File: src/rtl/cpt_pkg.sv
package cpt_pkg;

    // Field widths
    localparam int TIME_W       = 32;
    localparam int SPEED_W      = 16;
    localparam int AMOUNT_W     = 32;
    localparam int CMD_W        = 3;
    localparam int CLIP_ID_BITS = 16;
    localparam int NORM_W       = 16;
    localparam int NORM_OUT_W   = NORM_W + 1;

    // speed * amount is Q24.24; after the floor shift it is Q24.16 over 40 bits,
    // and adding the playhead needs one more bit
    localparam int PROD_W  = SPEED_W + AMOUNT_W;
    localparam int FRAC_SH = 8;
    localparam int SUM_W   = PROD_W - FRAC_SH + 1;
    localparam int CNT_W   = $clog2(SUM_W + 1);

    localparam logic [SPEED_W-1:0]    SPEED_RESET = SPEED_W'(256);
    localparam logic [NORM_OUT_W-1:0] NORM_ONE    = NORM_OUT_W'(1) << NORM_W;
    localparam logic [CNT_W-1:0]      SUM_STEPS   = CNT_W'(SUM_W);
    localparam logic [CNT_W-1:0]      NORM_STEPS  = CNT_W'(NORM_W);

    // Command codes
    localparam logic [CMD_W-1:0] CMD_TICK     = CMD_W'(0);
    localparam logic [CMD_W-1:0] CMD_PLAY     = CMD_W'(1);
    localparam logic [CMD_W-1:0] CMD_PAUSE    = CMD_W'(2);
    localparam logic [CMD_W-1:0] CMD_RESUME   = CMD_W'(3);
    localparam logic [CMD_W-1:0] CMD_STOP     = CMD_W'(4);
    localparam logic [CMD_W-1:0] CMD_SET_TIME = CMD_W'(5);

    // Request into the shared remainder unit
    typedef struct packed {
        logic              start;
        logic [CNT_W-1:0]  steps;
        logic [TIME_W-1:0] rem_init;
        logic [SUM_W-1:0]  bits;
    } t_div_req;

    // Response from the shared remainder unit
    typedef struct packed {
        logic              done;
        logic [TIME_W-1:0] rem;
        logic [NORM_W-1:0] quot;
    } t_div_rsp;

endpackage

File: src/rtl/cpt_divider.sv
// Restoring remainder/quotient unit: one compare-subtract-shift per cycle while busy.
module cpt_divider (
    input  logic                       i_clk,
    input  logic                       i_rst_n,
    input  cpt_pkg::t_div_req          i_req,
    input  logic [cpt_pkg::TIME_W-1:0] i_divisor,
    output cpt_pkg::t_div_rsp          o_rsp
);

    logic                        r_busy;
    logic                        r_done;
    logic [cpt_pkg::CNT_W-1:0]   r_cnt;
    logic [cpt_pkg::TIME_W-1:0]  r_rem;
    logic [cpt_pkg::SUM_W-1:0]   r_bits;
    logic [cpt_pkg::NORM_W-1:0]  r_quot;

    logic [cpt_pkg::TIME_W:0]    trial;
    logic [cpt_pkg::TIME_W:0]    diff;
    logic                        ge;
    logic [cpt_pkg::TIME_W-1:0]  n_rem;

    // Shift in the next dividend bit and subtract where it fits
    always_comb begin
        trial = {r_rem, r_bits[cpt_pkg::SUM_W-1]};
        ge    = trial >= {1'b0, i_divisor};
        diff  = trial - {1'b0, i_divisor};
        n_rem = ge ? diff[cpt_pkg::TIME_W-1:0] : trial[cpt_pkg::TIME_W-1:0];
    end

    always_ff @(posedge i_clk) begin
        if (!i_rst_n) begin
            r_busy <= 1'b0;
            r_done <= 1'b0;
            r_cnt  <= '0;
        end else begin
            r_done <= 1'b0;
            if (i_req.start) begin
                r_busy <= 1'b1;
                r_cnt  <= i_req.steps;
            end else if (r_busy) begin
                r_cnt <= r_cnt - cpt_pkg::CNT_W'(1);
                if (r_cnt == cpt_pkg::CNT_W'(1)) begin
                    r_busy <= 1'b0;
                    r_done <= 1'b1;
                end
            end
        end
    end

    always_ff @(posedge i_clk) begin
        if (i_req.start) begin
            r_rem  <= i_req.rem_init;
            r_bits <= i_req.bits;
            r_quot <= '0;
        end else if (r_busy) begin
            r_rem  <= n_rem;
            r_bits <= {r_bits[cpt_pkg::SUM_W-2:0], 1'b0};
            r_quot <= {r_quot[cpt_pkg::NORM_W-2:0], ge};
        end
    end

    assign o_rsp.done = r_done;
    assign o_rsp.rem  = r_rem;
    assign o_rsp.quot = r_quot;

endmodule

File: src/rtl/clip_playhead_timer.sv
// Channel  | Valid        | Stall        | Payload
// ---------+--------------+--------------+---------------------------------------------
// command  | i_in_valid   | o_in_stall   | i_command, i_clip_id, i_clip_length,
//          |              |              | i_loop_request, i_restart_request, i_amount
// result   | o_out_valid  | i_out_stall  | o_play_time, o_normalized_time, o_active,
//          |              |              | o_finished, o_paused
// speed    | i_cfg_wr_en  | (none)       | i_cfg_wr_data
//
// One beat in gives one beat out; the input stalls from acceptance until the result is taken.
// From acceptance a command passes S_CMD, then S_SUM and, when looping, S_MOD for a running tick,
// then S_NORM and, when the normalised time divides, S_NWAIT, and last S_OUT.
// The shared remainder unit runs 41 steps for the loop wrap and 16 for the normalised time.
// Reset is synchronous, active low, and returns the playhead state to zero and the speed to 1.0.
// A stalled result holds until taken.
module clip_playhead_timer #(
    parameter int CLIP_ID_BITS = cpt_pkg::CLIP_ID_BITS
) (
    input  logic                                  i_clk,
    input  logic                                  i_rst_n,

    input  logic                                  i_cfg_wr_en,
    input  logic signed [cpt_pkg::SPEED_W-1:0]    i_cfg_wr_data,

    input  logic                                  i_in_valid,
    output logic                                  o_in_stall,
    input  logic [cpt_pkg::CMD_W-1:0]             i_command,
    input  logic [CLIP_ID_BITS-1:0]               i_clip_id,
    input  logic [cpt_pkg::TIME_W-1:0]            i_clip_length,
    input  logic                                  i_loop_request,
    input  logic                                  i_restart_request,
    input  logic signed [cpt_pkg::AMOUNT_W-1:0]   i_amount,

    output logic                                  o_out_valid,
    input  logic                                  i_out_stall,
    output logic [cpt_pkg::TIME_W-1:0]            o_play_time,
    output logic [cpt_pkg::NORM_OUT_W-1:0]        o_normalized_time,
    output logic                                  o_active,
    output logic                                  o_finished,
    output logic                                  o_paused
);

    localparam int TW = cpt_pkg::TIME_W;
    localparam int SW = cpt_pkg::SUM_W;
    localparam int PW = cpt_pkg::PROD_W;

    // Sequencer states
    localparam logic [2:0] S_IDLE  = 3'd0;
    localparam logic [2:0] S_CMD   = 3'd1;
    localparam logic [2:0] S_SUM   = 3'd2;
    localparam logic [2:0] S_MOD   = 3'd3;
    localparam logic [2:0] S_NORM  = 3'd4;
    localparam logic [2:0] S_NWAIT = 3'd5;
    localparam logic [2:0] S_OUT   = 3'd6;

    logic [2:0] r_state, n_state;

    // Captured command beat
    logic [cpt_pkg::CMD_W-1:0]           r_cmd;
    logic [CLIP_ID_BITS-1:0]             r_id;
    logic [TW-1:0]                       r_len_in;
    logic                                r_loop_req;
    logic                                r_restart_req;
    logic signed [cpt_pkg::AMOUNT_W-1:0] r_amount;

    // Playhead state
    logic                                r_loaded, n_loaded;
    logic [CLIP_ID_BITS-1:0]             r_clip, n_clip;
    logic [TW-1:0]                       r_length, n_length;
    logic [TW-1:0]                       r_playhead, n_playhead;
    logic                                r_loop, n_loop;
    logic                                r_done, n_done;
    logic                                r_hold, n_hold;
    logic signed [cpt_pkg::SPEED_W-1:0]  r_speed;

    // Working registers
    logic signed [PW-1:0]                r_prod, n_prod;
    logic                                r_neg, n_neg;
    logic [cpt_pkg::NORM_OUT_W-1:0]      r_norm, n_norm;

    logic [SW-1:0]                       sum;
    logic [SW-1:0]                       sum_abs;
    logic [TW-1:0]                       set_pos;
    logic [TW-1:0]                       mod_rem;

    cpt_pkg::t_div_req                   div_req;
    cpt_pkg::t_div_rsp                   div_rsp;

    cpt_divider u_div (
        .i_clk     (i_clk),
        .i_rst_n   (i_rst_n),
        .i_req     (div_req),
        .i_divisor (r_length),
        .o_rsp     (div_rsp)
    );

    // Playhead plus floor(speed * delta / 256): the arithmetic shift floors toward
    // minus infinity, then widen by one bit for the add.
    assign sum     = {1'b0, {(SW-TW-1){1'b0}}, r_playhead}
                   + {r_prod[PW-1], r_prod[PW-1:cpt_pkg::FRAC_SH]};
    assign sum_abs = sum[SW-1] ? (~sum + SW'(1)) : sum;

    // set_time target clamped into [0, length]
    assign set_pos = r_amount[cpt_pkg::AMOUNT_W-1]      ? '0       :
                     (TW'(r_amount) > r_length)           ? r_length :
                     TW'(r_amount);

    // Non-negative modulo: fold a negative remainder back from the length
    assign mod_rem = (r_neg && (div_rsp.rem != '0)) ? (r_length - div_rsp.rem)
                                                    : div_rsp.rem;

    always_comb begin
        n_state    = r_state;
        n_loaded   = r_loaded;
        n_clip     = r_clip;
        n_length   = r_length;
        n_playhead = r_playhead;
        n_loop     = r_loop;
        n_done     = r_done;
        n_hold     = r_hold;
        n_prod     = r_prod;
        n_neg      = r_neg;
        n_norm     = r_norm;
        div_req    = '0;

        unique case (r_state)
            S_IDLE: begin
                if (i_in_valid) begin
                    n_state = S_CMD;
                end
            end

            S_CMD: begin
                n_state = S_NORM;
                unique case (r_cmd)
                    cpt_pkg::CMD_TICK: begin
                        // Drop the tick when idle, paused or finished
                        if (r_loaded && !r_done && !r_hold) begin
                            if (r_length == '0) begin
                                n_playhead = '0;
                                n_done     = 1'b1;
                            end else begin
                                n_prod  = r_speed * r_amount;
                                n_state = S_SUM;
                            end
                        end
                    end
                    cpt_pkg::CMD_PLAY: begin
                        if (!(r_loaded && (r_clip == r_id)) || r_restart_req) begin
                            n_playhead = '0;
                        end
                        n_loaded = 1'b1;
                        n_clip   = r_id;
                        n_length = r_len_in;
                        n_loop   = r_loop_req;
                        n_done   = 1'b0;
                        n_hold   = 1'b0;
                    end
                    cpt_pkg::CMD_PAUSE: begin
                        if (r_loaded && !r_done) begin
                            n_hold = 1'b1;
                        end
                    end
                    cpt_pkg::CMD_RESUME: begin
                        if (r_loaded && !r_done) begin
                            n_hold = 1'b0;
                        end
                    end
                    cpt_pkg::CMD_STOP: begin
                        // Keep loop mode; clear everything else
                        n_loaded   = 1'b0;
                        n_clip     = '0;
                        n_length   = '0;
                        n_playhead = '0;
                        n_done     = 1'b0;
                        n_hold     = 1'b0;
                    end
                    cpt_pkg::CMD_SET_TIME: begin
                        if (!r_loaded) begin
                            n_playhead = '0;
                        end else begin
                            n_playhead = set_pos;
                            n_done     = !r_loop && (set_pos >= r_length);
                        end
                    end
                    default: begin
                    end
                endcase
            end

            S_SUM: begin
                if (r_loop) begin
                    // Wrap: remainder of |sum| by the length, sign fixed afterwards
                    n_neg            = sum[SW-1];
                    div_req.start    = 1'b1;
                    div_req.steps    = cpt_pkg::SUM_STEPS;
                    div_req.rem_init = '0;
                    div_req.bits     = sum_abs;
                    n_state          = S_MOD;
                end else begin
                    if (sum[SW-1]) begin
                        n_playhead = '0;
                        n_done     = 1'b1;
                    end else if (sum >= {{(SW-TW){1'b0}}, r_length}) begin
                        n_playhead = r_length;
                        n_done     = 1'b1;
                    end else begin
                        n_playhead = sum[TW-1:0];
                    end
                    n_state = S_NORM;
                end
            end

            S_MOD: begin
                if (div_rsp.done) begin
                    n_playhead = mod_rem;
                    n_state    = S_NORM;
                end
            end

            S_NORM: begin
                if (!r_loaded || (r_length == '0)) begin
                    n_norm  = '0;
                    n_state = S_OUT;
                end else if (r_playhead >= r_length) begin
                    n_norm  = cpt_pkg::NORM_ONE;
                    n_state = S_OUT;
                end else begin
                    // Fraction playhead / length, one quotient bit a step
                    div_req.start    = 1'b1;
                    div_req.steps    = cpt_pkg::NORM_STEPS;
                    div_req.rem_init = r_playhead;
                    div_req.bits     = '0;
                    n_state          = S_NWAIT;
                end
            end

            S_NWAIT: begin
                if (div_rsp.done) begin
                    n_norm  = {1'b0, div_rsp.quot};
                    n_state = S_OUT;
                end
            end

            S_OUT: begin
                if (!i_out_stall) begin
                    n_state = S_IDLE;
                end
            end

            default: begin
                n_state = S_IDLE;
            end
        endcase
    end

    always_ff @(posedge i_clk) begin
        if (!i_rst_n) begin
            r_state    <= S_IDLE;
            r_loaded   <= 1'b0;
            r_clip     <= '0;
            r_length   <= '0;
            r_playhead <= '0;
            r_loop     <= 1'b0;
            r_done     <= 1'b0;
            r_hold     <= 1'b0;
            r_speed    <= cpt_pkg::SPEED_RESET;
        end else begin
            r_state    <= n_state;
            r_loaded   <= n_loaded;
            r_clip     <= n_clip;
            r_length   <= n_length;
            r_playhead <= n_playhead;
            r_loop     <= n_loop;
            r_done     <= n_done;
            r_hold     <= n_hold;
            if (i_cfg_wr_en) begin
                r_speed <= i_cfg_wr_data;
            end
        end
    end

    // Capture the beat on acceptance; working registers need no reset
    always_ff @(posedge i_clk) begin
        if ((r_state == S_IDLE) && i_in_valid) begin
            r_cmd         <= i_command;
            r_id          <= i_clip_id;
            r_len_in      <= i_clip_length;
            r_loop_req    <= i_loop_request;
            r_restart_req <= i_restart_request;
            r_amount      <= i_amount;
        end
        r_prod <= n_prod;
        r_neg  <= n_neg;
        r_norm <= n_norm;
    end

    assign o_in_stall        = (r_state != S_IDLE);
    assign o_out_valid       = (r_state == S_OUT);
    assign o_play_time       = r_playhead;
    assign o_normalized_time = r_norm;
    assign o_active          = r_loaded;
    assign o_finished        = r_done;
    assign o_paused          = r_hold;

endmodule

File: config.mk
export PLATFORM = sky130hd
export DESIGN_NAME = clip_playhead_timer
export DESIGN_NICKNAME = d
export VERILOG_FILES = /design/src/rtl/cpt_pkg.sv /design/src/rtl/cpt_divider.sv /design/src/rtl/clip_playhead_timer.sv
export SDC_FILE = /design/constraint.sdc
export NUM_CORES = 2
export LEC_CHECK = 0
export BUFFER_PORTS_ARGS = -buffer_cell sky130_fd_sc_hd__clkbuf_2
export CELL_PAD_IN_SITES_DETAIL_PLACEMENT = 0
export CELL_PAD_IN_SITES_GLOBAL_PLACEMENT = 1
export CORE_MARGIN = 2
export CORE_UTILIZATION = 39
export DETAILED_ROUTE_END_ITERATION = 16
export PLACE_DENSITY = 0.8
export SETUP_SLACK_MARGIN = 0.5
export SLEW_MARGIN = 10
export SYNTH_ARGS = -nofsm -noshare
export SYNTH_HDL_FRONTEND = slang
export SYNTH_SLANG_ARGS = --single-unit
File: constraint.sdc
create_clock -name i_clk -period 7.5 [get_ports i_clk]
set_clock_uncertainty 0.15 [all_clocks]
set_input_delay 0.75 -clock i_clk [delete_from_list [all_inputs] [get_ports i_clk]]
set_output_delay 0.75 -clock i_clk [all_outputs]
set_load 0.02 [all_outputs]
==> key figures <==
Drt
  – Wl on met1: 57.39 mm
  – Final WL: 129.0 mm
  – Routed vias: 33,470
  – Vias/cell: 5.457
  – Met3 routed wirelength: 8.020 mm
  – Drc violations: 0
  – Wire per inst: 21.03 µm
  – Max Used Layer: met4
  – Met2 routed WL: 58.75 mm
  – Antenna viol nets, final: 0
  – Initial DRT Pass Iterations: 5
  – Drt initial violations: 2,799

Layout
  – Area Overhead vs Synth: 11.46%
  – Most frequent cells in the layout: inv_1, fa_1, nand2_1
  – Final Cell Area: 45,800 µm²
  – Filler cell count: 10,260
  – Net count, final: 5,637
  – Fin cells: 6,134
  – Antenna Cells: 0
  – Commonest non-fill, non-tap cell in the layout: inv_1
  – Layout cells sized above 1: 0.09952

Synthesis
  – Post-synth cell types: 96
  – Register area share after synthesis: 0.2197
  – Yosys top cell by area: fa_1
  – Post-synth EDFFs: 216
  – Post-synthesis area per instance: 9.015 µm²
  – Post-synthesis instance total: 4,558
  – Main flop type after synthesis: edfxtp_1
  – Syn. warnings: 0
  – Mapped cell area: 41,090 µm²
  – Share of the synthesized area in the top cell type: 0.2378
  – Syn Nets: 5,489
  – Ys async rst share: 0
  – Top post-synthesis cells by area: fa_1, edfxtp_1, ha_1
  – Seq cells post-synth: 343

Clock network
  – Clock sink count: 343
  – Clock root buffer: clkbuf_16
  – Clock Tree Buf Depth: 3
  – Clock latency on the worst-skew pair: 640 ps
  – Total CTS buffers: 45
  – Clock-pin transition on the worst setup and hold timing paths: 70 ps
  – # H-tree levels: 2
  – Hold_buf cts: 0
  – CTS tree: yes

Placement
  – Setup Slack @ Placement: 200.9 ps
  – Placement Cell Area: 43,710 µm²
  – Dpl hpwl: 101.7 mm
  – Placed instance count: 6,012
  – Port bufs: 159
  – Gpl congestion: 0.9503

Power
  – Leakage: 20.23 nW
  – Power after layout: 20.27 mW
  – Worst VDD drop: 0.3798 mV
  – Pwr per Cell Area: 442.7 nW/µm²

Run status
  – Status: completed

GRT
  – First-pass GRT wire length: 199.3 mm
  – Gr usage total: 0.2386
  – Vias in the first global route: 33,670
  – Overflow after GRT: 0
  – Largest net degree at the start of global routing: 74
  – Antenna violations before repair: 4

Floorplanning
  – Rows: 119
  – I/O Pins: 160
  – DIE HEIGHT: 328.6 µm
  – Total core area: 104,800 µm²
  – Initial Util: 0.3920
  – Die W: 328.6 µm
  – Die area: 108,000 µm²

Worst hold path
  – WHS Endpoint: r_amount[30]
  – Min-delay worst type: in2reg
  – Hold Path Stages: 1
  – Hold Startpoint: i_amount[30]

STA
  – Fin crit share: 0.9087
  – Crit path time final: 6815 ps
  – Endpoints failing hold: 0
  – F_max: 0.1467 GHz
  – Max-slew violation count: 0
  – Setup slack after layout: 684.6 ps
  – TNS Setup: 0 ps
  – Worst slew margin: 0.2280
  – RSZ-0062 raised after global routing: no
  – Least-Margin Pin Slew: 1158 ps
  – Final setup violation count: 0

Worst setup path
  – Worst endpoint required time: 7720 ps
  – Reg2Reg Launch Point: r_amount[20]
  – FF-to-FF path depth: 23
  – Crit path kind: reg2reg
  – CP endpoint kind: flop
  – Worst R2R End: r_prod[41]
  – Max stage delay on crit path: 620 ps
  – Arr. time, crit path: 7040 ps
  – Slowest CP cell: edfxtp_1
  – Flop2flop setup slack: 680 ps
  – Worst-path cell chain: buf_4 -> nand2_1 -> fa_1 -> inv_1 -> fa_1 -> fa_1 -> fa_1 -> fa_1 -> inv_1 -> fa_1 -> inv_1 -> ha_1 -> a21o_1 -> a211o_1 -> a31oi_4 -> o31ai_4 -> buf_4 -> a21o_1 -> a211o_1 -> a21oi_2 -> nor2b_1 -> o21ai_0 -> a21boi_0
  – Worst Path Buf+Inv: 5
  – CP startpoint kind: flop
  – CP top delay family: adder cells
  – CP dominant cell by count: fa_1
  – Crit-path max FO: 10

Flow run
  – Max_cap viols: 0
[how the worst max path moves through the flow]
stage | startpoint | endpoint | slack (ps) | cells after the start
after global routing | r_amount[7] | r_prod[41] | 480 | 24
after global placement | r_speed[4] | r_prod[47] | 300 | 23
final | r_amount[20] | r_prod[41] | 680 | 23
after CTS | r_amount[21] | r_prod[41] | 500 | 23
after detailed placement | r_amount[5] | r_prod[47] | 200 | 24
after floorplan | r_amount[31] | r_prod[47] | 520 | 23
[timing repair]
item / in CTS / in global routing
gates resized for setup: 16 / 40
pin swaps: 0 / 4
setup endpoints to repair: 8 / 18
buffers inserted: 15 / 23
[cell type report]
class                      instances  area [µm²]  area share
clock inverter                    33       365.4    0.007978
inverter                         665        2496     0.05451
multi-input combinational       3345       28940      0.6320
tap                             1391        1740     0.03800
sequential                       343        9046      0.1975
timing repair buffer             306        2033     0.04440
clock buffer                      51        1170     0.02555
[per-stage QoR]
| step | util | hold slack [ps] |
|---|---|---|
| 4_1_cts | 0.4334 | 96.55 |
| 3_5_place_dp | 0.4170 | 341.6 |
| 3_3_place_gp | 0.4170 | 317.3 |
| 2_1_floorplan | - | 301.5 |
| 5_1_grt | 0.4369 | 129.2 |
| 6_report | 0.4369 | 131.7 |
[sequential cells by signal (all words and copies together) (netlist names), 3 cells and up]
register           cells
r_speed               16
r_id                  16
r_state                3
r_prod                40
u_div.r_cnt            6
o_play_time           32
o_normalized_time     17
r_length              32
r_clip                16
r_amount              32
u_div.r_rem           32
r_len_in              32
u_div.r_quot          16
r_cmd                  3
u_div.r_bits          41
[metal layers]
layer	track usage	vias up
li1	-	15550
met1	0.3311	16590
met2	0.3852	1128
met3	0.02382	200
met4	0.08964	0
met5	0	-
[cell usage after synthesis, types with 7 or more instances]
cell and n:
o31ai_1 18, fa_1 488, edfxtp_1 216, o21ai_0 212, nand2_1 472, o21a_1 30, a22oi_1 53, o221a_2 13
inv_1 664, o31a_1 8, nor2_1 268, a21boi_0 11, and2_1 240, or3_1 15, nand2b_1 33, a221oi_1 17
nor2b_1 103, a21o_1 75, a2111oi_0 8, a221o_1 10, dfxtp_1 127, a211oi_1 36, xnor2_1 108, mux2i_1 51
o211ai_1 20, and3_1 28, a31oi_1 34, nand3_1 73, xor2_1 61, o22ai_1 14, nand4_1 54, clkbuf_1 183
o21bai_1 15, ha_1 337, o21ai_1 7, nor4_1 38, a211o_1 10, nor3_1 48, a21oi_1 226
[cell families after synthesis]
logic type	synth area share
simple gates	0.1709
mux	0.01242
fa+ha+maj	0.3404
flops	0.2197
xor+xnor	0.03602
compound gates	0.1385
buf+inv	0.08201
[report_power, final]
group          total (mW)  switching (mW)  internal [mW]
Sequential           3.33           0.467           2.86
Combinational        14.6            8.47           6.17
Clock                2.31           0.989           1.32
Total                20.3            9.93           10.3
No activity file was read; power rests on OpenSTA's default activity.
